<file path="src/design/zcsv_pkg.sv">
// Shared types, codes and the percent-to-gain table for the stereo volume block.
package zcsv_pkg;

  // Field widths
  localparam int SAMPLE_W  = 24;
  localparam int VOL_W     = 7;
  localparam int GAIN_W    = 17;
  localparam int GAIN_FRAC = 16;
  localparam int OP_W      = 2;

  // Stream packing
  localparam int S_TDATA_W = 56;  // left, right, volume_pct, padding
  localparam int S_TUSER_W = 3;   // opcode, channel_select
  localparam int M_TDATA_W = 64;  // left_out, right_out, left_percent, right_percent, padding

  localparam int VOL_ENTRIES = 1 << VOL_W;
  localparam int VOL_MAX     = 100;
  localparam int GAIN_DIV    = VOL_MAX * VOL_MAX;
  localparam int UNITY_GAIN  = 1 << GAIN_FRAC;

  localparam logic [VOL_W-1:0]  VOL_RESET  = VOL_W'(VOL_MAX);
  localparam logic [GAIN_W-1:0] GAIN_RESET = GAIN_W'(UNITY_GAIN);

  typedef enum logic [OP_W-1:0] {
    OP_SAMPLE  = 2'd0,
    OP_VOLUME  = 2'd1,
    OP_SILENCE = 2'd2
  } opcode_t;

  typedef enum logic [1:0] {
    SIGN_UNSET = 2'd0,
    SIGN_POS   = 2'd1,
    SIGN_NEG   = 2'd2
  } sign_t;

  typedef logic [GAIN_W-1:0] gain_table_t [VOL_ENTRIES];

  // Build gain = floor(p*p*65536/10000); settings above 100 never reach the table
  function automatic gain_table_t build_gain_table();
    gain_table_t tbl;
    for (int p = 0; p < VOL_ENTRIES; p++) begin
      if (p <= VOL_MAX) begin
        tbl[p] = GAIN_W'((p * p * UNITY_GAIN) / GAIN_DIV);
      end else begin
        tbl[p] = '0;
      end
    end
    return tbl;
  endfunction

  localparam gain_table_t GAIN_TABLE = build_gain_table();

endpackage

</file>
<file path="src/design/zero_cross_stereo_volume.sv">
// Stereo volume control with gain changes deferred to the next zero crossing.
//
//  channel  signals                      content
//  -------  ---------------------------  ----------------------------------------
//  s_*      s_tvalid s_tready s_tdata     input item: sample frame, set volume,
//           s_tuser                       or silence frame
//  m_*      m_tvalid m_tready m_tdata     result item: scaled samples and both
//                                         volume settings
//
// An item is held in the input register and its result in the output register, and
// one item is taken every cycle while no stall on m_tready holds an item back;
// the per-channel sign check and 24x17 multiply sit between those two registers.
// Set-volume and unused-opcode items leave the input register without a result.
// rst is synchronous and restores unity gain, 100 percent and no remembered sign.
// A stall on m_tready holds the output register; the input register still takes
// an item when the one in it moves on or makes no result.
module zero_cross_stereo_volume (
  input  logic                             clk,
  input  logic                             rst,
  input  logic                             s_tvalid,
  output logic                             s_tready,
  // [23:0] left_sample, [47:24] right_sample, [54:48] volume_pct, [55] zero
  input  logic [zcsv_pkg::S_TDATA_W-1:0]   s_tdata,
  // [1:0] opcode, [2] channel_select
  input  logic [zcsv_pkg::S_TUSER_W-1:0]   s_tuser,
  output logic                             m_tvalid,
  input  logic                             m_tready,
  // [23:0] left_out, [47:24] right_out, [54:48] left_percent,
  // [61:55] right_percent, [63:62] zero
  output logic [zcsv_pkg::M_TDATA_W-1:0]   m_tdata
);
  import zcsv_pkg::*;

  typedef struct packed {
    logic [GAIN_W-1:0]          gain;
    sign_t                      sign;
    logic signed [SAMPLE_W-1:0] out;
  } chan_t;

  // Update one channel's gain and sign, then scale its sample
  function automatic chan_t chan_step(input logic signed [SAMPLE_W-1:0] s,
                                      input logic [GAIN_W-1:0] g_now,
                                      input logic [GAIN_W-1:0] g_next,
                                      input sign_t ref_in);
    chan_t r;
    sign_t cur;
    sign_t held;
    logic signed [SAMPLE_W+GAIN_W:0] prod;
    cur    = (!s[SAMPLE_W-1] && (s != '0)) ? SIGN_POS : SIGN_NEG;
    held   = ref_in;
    r.gain = g_now;
    r.sign = ref_in;
    if (g_next != g_now) begin
      if (ref_in == SIGN_UNSET) begin
        held = cur;
      end
      if ((cur != held) || (s == '0)) begin
        r.gain = g_next;
        r.sign = SIGN_UNSET;
      end else begin
        r.sign = cur;
      end
    end
    prod  = $signed({{(GAIN_W+1){s[SAMPLE_W-1]}}, s}) *
            $signed({{SAMPLE_W{1'b0}}, 1'b0, r.gain});
    r.out = prod[GAIN_FRAC+SAMPLE_W-1:GAIN_FRAC];
    return r;
  endfunction

  // Input register
  logic                 in_valid;
  logic [S_TDATA_W-1:0] in_tdata;
  logic [S_TUSER_W-1:0] in_tuser;

  // Output register
  logic                 out_valid;
  logic [M_TDATA_W-1:0] out_data;

  // Channel state, index 0 left, 1 right
  logic [GAIN_W-1:0] gain_now [2];
  logic [GAIN_W-1:0] gain_next [2];
  sign_t             ref_sign [2];
  logic [VOL_W-1:0]  volume_setting [2];

  logic [GAIN_W-1:0] gain_now_next [2];
  logic [GAIN_W-1:0] gain_next_next [2];
  sign_t             ref_sign_next [2];
  logic [VOL_W-1:0]  volume_setting_next [2];

  opcode_t                    in_op;
  logic                       in_chan;
  logic [VOL_W-1:0]           in_vol;
  logic signed [SAMPLE_W-1:0] in_left;
  logic signed [SAMPLE_W-1:0] in_right;
  logic                       has_result;
  logic                       advance;
  logic                       out_load;
  chan_t                      step_l;
  chan_t                      step_r;
  logic signed [SAMPLE_W-1:0] res_left;
  logic signed [SAMPLE_W-1:0] res_right;

  // Unpack the held item
  assign in_op    = opcode_t'(in_tuser[OP_W-1:0]);
  assign in_chan  = in_tuser[OP_W];
  assign in_left  = in_tdata[SAMPLE_W-1:0];
  assign in_right = in_tdata[2*SAMPLE_W-1:SAMPLE_W];
  assign in_vol   = in_tdata[2*SAMPLE_W+VOL_W-1:2*SAMPLE_W];

  // Move the held item on when its result has room or it makes none
  assign has_result = (in_op == OP_SAMPLE) || (in_op == OP_SILENCE);
  assign advance    = in_valid && (!has_result || !out_valid || m_tready);
  assign out_load   = advance && has_result;
  assign s_tready   = !in_valid || advance;
  assign m_tvalid   = out_valid;
  assign m_tdata    = out_data;

  assign step_l = chan_step(in_left, gain_now[0], gain_next[0], ref_sign[0]);
  assign step_r = chan_step(in_right, gain_now[1], gain_next[1], ref_sign[1]);

  // Decode the held item into next state and result samples
  always_comb begin
    gain_now_next       = gain_now;
    gain_next_next      = gain_next;
    ref_sign_next       = ref_sign;
    volume_setting_next = volume_setting;
    res_left            = '0;
    res_right           = '0;
    unique case (in_op)
      OP_SAMPLE: begin
        gain_now_next[0] = step_l.gain;
        gain_now_next[1] = step_r.gain;
        ref_sign_next[0] = step_l.sign;
        ref_sign_next[1] = step_r.sign;
        res_left         = step_l.out;
        res_right        = step_r.out;
      end
      OP_VOLUME: begin
        if (in_vol <= VOL_RESET) begin
          volume_setting_next[in_chan] = in_vol;
          gain_next_next[in_chan]      = GAIN_TABLE[in_vol];
        end
      end
      OP_SILENCE: begin
        gain_now_next[0] = gain_next[0];
        gain_now_next[1] = gain_next[1];
      end
      default: begin
      end
    endcase
  end

  // Control and channel state
  always_ff @(posedge clk) begin
    if (rst) begin
      in_valid  <= 1'b0;
      out_valid <= 1'b0;
      for (int c = 0; c < 2; c++) begin
        gain_now[c]       <= GAIN_RESET;
        gain_next[c]      <= GAIN_RESET;
        ref_sign[c]       <= SIGN_UNSET;
        volume_setting[c] <= VOL_RESET;
      end
    end else begin
      if (s_tready) begin
        in_valid <= s_tvalid;
      end
      if (out_load) begin
        out_valid <= 1'b1;
      end else if (m_tready) begin
        out_valid <= 1'b0;
      end
      if (advance) begin
        gain_now       <= gain_now_next;
        gain_next      <= gain_next_next;
        ref_sign       <= ref_sign_next;
        volume_setting <= volume_setting_next;
      end
    end
  end

  // Payload registers
  always_ff @(posedge clk) begin
    if (s_tvalid && s_tready) begin
      in_tdata <= s_tdata;
      in_tuser <= s_tuser;
    end
    if (out_load) begin
      out_data <= {2'b00, volume_setting_next[1], volume_setting_next[0],
                   res_right, res_left};
    end
  end

  // Silence commits both pending gains
  a_silence_commit: assert property (@(posedge clk) disable iff (rst)
    (advance && (in_op == OP_SILENCE)) |=>
      ((gain_now[0] == gain_next[0]) && (gain_now[1] == gain_next[1])))
    else $error("silence item left a pending gain uncommitted");

  // A held item that cannot move stays put
  a_hold_input: assert property (@(posedge clk) disable iff (rst)
    (in_valid && !advance) |=> (in_valid && $stable(in_tdata) && $stable(in_tuser)))
    else $error("input register changed while stalled");

  // Pending gain always matches the stored volume setting
  a_gain_matches_volume: assert property (@(posedge clk) disable iff (rst)
    (gain_next[0] == GAIN_TABLE[volume_setting[0]]) &&
    (gain_next[1] == GAIN_TABLE[volume_setting[1]]))
    else $error("pending gain does not match volume setting");

  // Volume settings never leave the legal range
  a_volume_range: assert property (@(posedge clk) disable iff (rst)
    (volume_setting[0] <= VOL_RESET) && (volume_setting[1] <= VOL_RESET))
    else $error("volume setting above 100 percent");

endmodule

</file>
<file path="config.mk">
export PLATFORM = sky130hd
export DESIGN_NAME = zero_cross_stereo_volume
export DESIGN_NICKNAME = d
export VERILOG_FILES = /design/src/design/zcsv_pkg.sv /design/src/design/zero_cross_stereo_volume.sv
export SDC_FILE = /design/constraint.sdc
export NUM_CORES = 2
export LEC_CHECK = 0
export BUFFER_PORTS_ARGS = -buffer_cell sky130_fd_sc_hd__buf_2
export CORE_AREA = 5 5 269 271
export DETAILED_ROUTE_END_ITERATION = 12
export DIE_AREA = 0 0 274 276
export PLACE_DENSITY_LB_ADDON = 0.05
export SLEW_MARGIN = 20
export SYNTH_ARGS = -nofsm -noshare
export SYNTH_HDL_FRONTEND = slang
export SYNTH_SLANG_ARGS = --single-unit
</file>
<file path="constraint.sdc">
create_clock -name clk -period 9.8 [get_ports clk]
set_input_delay 0.98 -clock clk [delete_from_list [all_inputs] [get_ports clk]]
set_output_delay 0.98 -clock clk [all_outputs]
set_load 0.1 [all_outputs]
</file>
==> Word-level counts from Yosys, hierarchy flattened <==
Memories as Yosys holds them, arrays and structs flattened.
Index checks and enable logic that the tools add are counted.
{ "classes": {"n_mul": 2, "muxes": 25, "n_bitwise": 2, "n_reduce_logical": 30, "n_eq_ne": 6, "n_lt_le_gt_ge": 4} }
{ "ops": {"columns": ["operator", "count"], "rows": [
  ["$mux 17", 5],
  ["$mul 24x18->40", 2],
  ["$pmux 34 s2", 1],
  ["$logic_not 24->1", 2],
  ["$reduce_bool 24->1", 2],
  ["$mux 19", 2],
  ["$bwmux 34", 1],
  ["$ne 17x17->1", 2],
  ["$mux 14", 2],
  ["$demux 17 s1", 1],
  ["$mux 2", 8],
  ["$bwmux 14", 1],
  ["$reduce_and 3->1", 3],
  ["$ge 8x8->1 const B", 1],
  ["$not 7->8", 1],
  ["$demux 7 s1", 1],
  ["$le 7x7->1 const B", 1],
  ["$mux 7", 1],
  ["$logic_and 1x1->1", 6],
  ["$logic_not 2->1", 3],
  ["$logic_or 1x1->1", 6],
  ["$logic_not 1->1", 5],
  ["$ne 2x2->1", 2],
  ["$reduce_bool 2->1", 2],
  ["7 further kinds", 8]
]} }
{ "totals": {"mem_bits_ro": 2176, "elab_cells": 84, "regBits": 208, "memories": 1, "in_bits": 63} }
{ "mem_list": {"columns": ["memory", "depth", "word_bits", "rd", "rd_clocked_by_memory_dff", "write_ports", "line", "rtl"], "rows": [
  ["(name not given)", 128, 17, 1, 0, 0, "zero_cross_stereo_volume.sv:141", "gain_next_next[in_chan] = GAIN_TABLE[in_vol];"]
]} }

==> Longest topological paths before layout <==
{ "depth": {"ltp_word": 10, "ltp_mapped": 32} }

==> Worst setup path after synthesis <==
Ideal clock, no wire load.
{ "synth_path": {"path_kind": "flip-flop to flip-flop", "from": "register in_tdata[43]", "to": "register out_data[36], in the netlist m_tdata[36] (data pin)", "path_slack_ns": 2.174, "arrival_ns": 7.360, "path_stages_with_launch": 31, "required_time_ns": 9.534, "path_cell_list": "edfxtp_1 buf_2 nor4_1 nand4_1 o21ai_2 o211ai_2 buf_2 mux2i_1 clkbuf_1 nor2b_1 fa_1 inv_1 fa_1 fa_1 inv_1 fa_1 fa_1 inv_1 fa_1 inv_1 ha_1 a21o_1 a21o_1 a21o_1 a221oi_2 a21boi_1 or3_1 a21o_1 a21oi_1 xor2_1 nor2_1"} }
{ "synth_between": {"elab_chain_len": 10, "word_cells_on_any_way": 11} }
{ "synth_lines": {"columns": ["element", "line", "rtl"], "rows": [
  ["start, declared", "zero_cross_stereo_volume.sv:72", "logic [S_TDATA_W-1:0] in_tdata;"],
  ["start signal, assigned", "zero_cross_stereo_volume.sv:185", "in_tdata <= s_tdata;"],
  ["$reduce_bool 24->1", "zero_cross_stereo_volume.sv:49", "cur = (!s[SAMPLE_W-1] && (s != '0)) ? SIGN_POS : SIGN_NEG;"],
  ["$logic_and 1x1->1", "zero_cross_stereo_volume.sv:49", null],
  ["$mux 2", "zero_cross_stereo_volume.sv:49", null],
  ["$mux 2", "zero_cross_stereo_volume.sv:54", "if (ref_in == SIGN_UNSET) begin"],
  ["$mux 2", "zero_cross_stereo_volume.sv:53", "if (g_next != g_now) begin"],
  ["$ne 2x2->1", "zero_cross_stereo_volume.sv:57", "if ((cur != held) || (s == '0)) begin"],
  ["$logic_or 1x1->1", "zero_cross_stereo_volume.sv:57", null],
  ["$mux 17", "zero_cross_stereo_volume.sv:57", null],
  ["$mux 19", "zero_cross_stereo_volume.sv:53", null],
  ["$mul 24x18->40 (*)", "zero_cross_stereo_volume.sv:64", "prod = $signed({{(GAIN_W+1){s[SAMPLE_W-1]}}, s}) *"],
  ["end signal, assigned", "zero_cross_stereo_volume.sv:189", "out_data <= {2'b00, volume_setting_next[1], volume_setting_next[0],"],
  ["end, declared", "zero_cross_stereo_volume.sv:77", "logic [M_TDATA_W-1:0] out_data;"]
]} }
Mark *: on every way between the ends. The rest lies on a longest branch, timed or not. The select of a mux whose other input is x is not followed.
A chain may end at the register's enable or synchronous reset.

==> Worst setup path in the final report <==
{ "layout_path": {"from": "register in_tdata[17]", "to": "register out_data[22], in the netlist m_tdata[22] (data pin)"} }
The elaborated chain is that of the path after synthesis.

==> flow_metrics.env <==
export IMPL_slew_violations=0
export IMPL_grt_pass1_vias=28800
export IMPL_port_buffers=125
export IMPL_start_util_pct=54.6
export IMPL_finalSetupViolations=0
export IMPL_cp_max_fo=24
export IMPL_power_density_nw_per_um2=63.9
export IMPL_dp_hpwl_um=74600
export IMPL_switchingPower_mw=0.856
export IMPL_antenna_found_initial=0
export IMPL_fin_ws_ns=0.682
export IMPL_hold_viol_final=0
export IMPL_tightest_slew_ns=1.07
export IMPL_hold_start="volume_setting[7]"
export IMPL_clk_path_buf_depth=3
export IMPL_rsz0062_at_grt="false"
export IMPL_dp_slack_ns=0.701
export IMPL_cts_resized=0
export IMPL_postCtsSetupBuffers=0
export IMPL_post_synth_top_area_fraction_pct=40.8
export IMPL_crit_arrival_ns=9.45
export IMPL_async_flop_share_pct=0
export IMPL_cts_sinks=208
export IMPL_synth_most_common_cell="inv_1"
export IMPL_design_area_um2=40600
export IMPL_ys_seq_area_share_pct=14.1
export IMPL_ant_nets=0
export IMPL_pin_count=129
export IMPL_cts_buffers=27
export IMPL_slew_headroom_pct=28.2
export IMPL_clk_latency_ns=0.59
export IMPL_p_clk_share_pct=40.4
export IMPL_crit_path_start_kind="flop"
export IMPL_required_ns=10.13
export IMPL_ir_worst_vdd_mv=0.116
export IMPL_grt_max_degree=80
export IMPL_criticalPathCategory="reg2reg"
export IMPL_vias_per_cell=5.32
export IMPL_finalSetupTns_ns=0
export IMPL_drive_gt1_share_pct=7.85
export IMPL_worstReg2RegStart="in_tdata[17]"
export IMPL_synth_common_cells="931 x inv_1, 774 x fa_1, 579 x nand2_1"
export IMPL_power_mw=2.60
export IMPL_status="finished, final reports clean"
export IMPL_synthFlopType="edfxtp_1"
export IMPL_power_share_combinational_pct=22.2
export IMPL_wl_per_cell_um=19.2
export IMPL_core_area_um2=69500
export IMPL_synth_cells=4130
export IMPL_period_needed_ns=9.12
export IMPL_yosys_warnings=0
export IMPL_holdCritPathClass="reg2reg"
export IMPL_num_antenna_cells=0
export IMPL_grt_use_total_pct=26.8
export IMPL_fp_row_count=97
export IMPL_cts_htree_levels=1
export IMPL_placed_cell_area_um2=39700
export IMPL_postLayoutCoreUtil_pct=58.4
export IMPL_drtIter0Drc=1999
export IMPL_vias=27300
export IMPL_dp_cells=5083
export IMPL_route_detailed_drc=0
export IMPL_synth_area_um2=38000
export IMPL_avgSynthCellArea_um2=9.19
export IMPL_synth_area_leaders="fa_1 41%, edfxtp_1 9.5%, inv_1 9.2%"
export IMPL_drtPass1Iterations=9
export IMPL_fin_skew_ns=0.0160
export IMPL_die_h_um=276
export IMPL_cts_tree="built"
export IMPL_synth_seq_cells=208
export IMPL_seqPwrFrac_pct=37.4
export IMPL_area_delta_synth_final_pct=6.98
export IMPL_grt_pass1_wl_um=161000
export IMPL_synth_edff_count=120
export IMPL_holdWs_ns=0.458
export IMPL_period_share_pct=93.0
export IMPL_overflow=0
export IMPL_cts_root_buf="clkbuf_16"
export IMPL_drv_cap=0
export IMPL_routabilityCongestion=0.917
export IMPL_fmax_mhz=110
export IMPL_synth_top_cell_by_area="fa_1"
export IMPL_num_nets_final=5221
export IMPL_route_final_wire_length_um=98600
export IMPL_p_leak_nw=20.1
export IMPL_p_sw_share_pct=33.0
export IMPL_timing_critical_path_from="in_tdata[17]"
export IMPL_clk_pin_slew_ns=0.07
export IMPL_finalNonFillerCells=5133
export IMPL_synth_cell_types=76
export IMPL_end_kind="flop"
export IMPL_p_int_mw=1.74
export IMPL_cts_hold_buffers=0
export IMPL_dieWidth_um=274
export IMPL_dieArea_um2=75600
==> logic make-up (layout without fill, tap and decap cells) <==
| group | Yosys count | count (layout) | synth area share (%) |
|---|---|---|---|
| AOI/OAI and AO/OA | 331 | 331 | 5.69 |
| xor gates and xnor gates | 102 | 102 | 2.35 |
| DFF | 208 | 208 | 14.1 |
| muxes | 96 | 96 | 2.71 |
| buffers and inverters | 1140 | 1202 | 11.3 |
| and+or+nand+nor | 1266 | 1266 | 15.9 |
| adders and majority gates | 986 | 986 | 47.8 |
| other | 1 | 2 | 0.00988 |
==> state kept, by name (all words and copies together), names as in the netlist <==
name	flops
m_tvalid	1
m_tdata	62
volume_setting	14
gain_next	34
in_tuser	3
ref_sign	4
in_valid	1
gain_now	34
in_tdata	55
==> placed cells by master, fill, tap and decap left out, types with 34 or more instances in the layout <==
cell	instances
and2_1	151
ha_1	212
inv_1	931
xor2_1	46
mux2i_1	52
nor2b_1	234
nand3_1	34
edfxtp_1	120
buf_4	92
dfxtp_1	88
nand2_1	579
o21ai_0	61
a21oi_1	117
buf_2	125
fa_1	774
xnor2_1	56
nor2_1	157
==> worst max-delay path, cell delays in order, from the launching register on <==
cell and delay [ns]:
edfxtp_1 0.43, nor4_1 0.79, nand4_1 0.26, o21ai_2 0.26
o211ai_2 0.39, mux2_2 0.68, and2_1 0.29, fa_1 0.54
inv_1 0.06, fa_1 0.50, fa_1 0.52, inv_1 0.05
fa_1 0.49, fa_1 0.49, inv_1 0.05, fa_1 0.48
inv_1 0.05, ha_1 0.33, a21oi_1 0.21, o21ai_1 0.15
a221oi_1 0.34, buf_4 0.19, o21ai_0 0.13, a41oi_4 0.33
o21ai_4 0.15, a211oi_4 0.27, mux2i_1 0.11, a311o_1 0.31
==> power groups by stage <==
stage | Sequential [mW] | Combinational (mW) | Clock, mW
global route | 0.974 | 0.629 | 1.12
detailed placement | 0.991 | 0.569 | 0
global placement | 0.991 | 0.568 | 0
CTS | 0.973 | 0.573 | 1.08
floorplan | 1.04 | 0.337 | 0
finish | 0.972 | 0.576 | 1.05
==> area by class of cell <==
type | instances | area, um2
Fill cell | 6408 | 28900
Multi-Input combinational cell | 2783 | 28300
Sequential cell | 208 | 5370
Inverter | 935 | 3510
Timing Repair Buffer | 217 | 1320
Tap cell | 940 | 1180
Clock buffer | 31 | 701
Clock inverter | 19 | 218
==> metal layers <==
metal	global-route usage, %	part of all wire, %
met5	0	0
met1	37.4	43
met4	6.78	3.2
met3	3.29	5.7
met2	45.0	48
==> final timing paths <==
check	to	slack, ns	cells after the start
max	m_tdata[22]	0.68	27
min	volume_setting[7]	0.46	2
max reg2reg	m_tdata[22]	0.68	27
min reg2reg	volume_setting[7]	0.46	2
(Power assumes the default switching activity.)
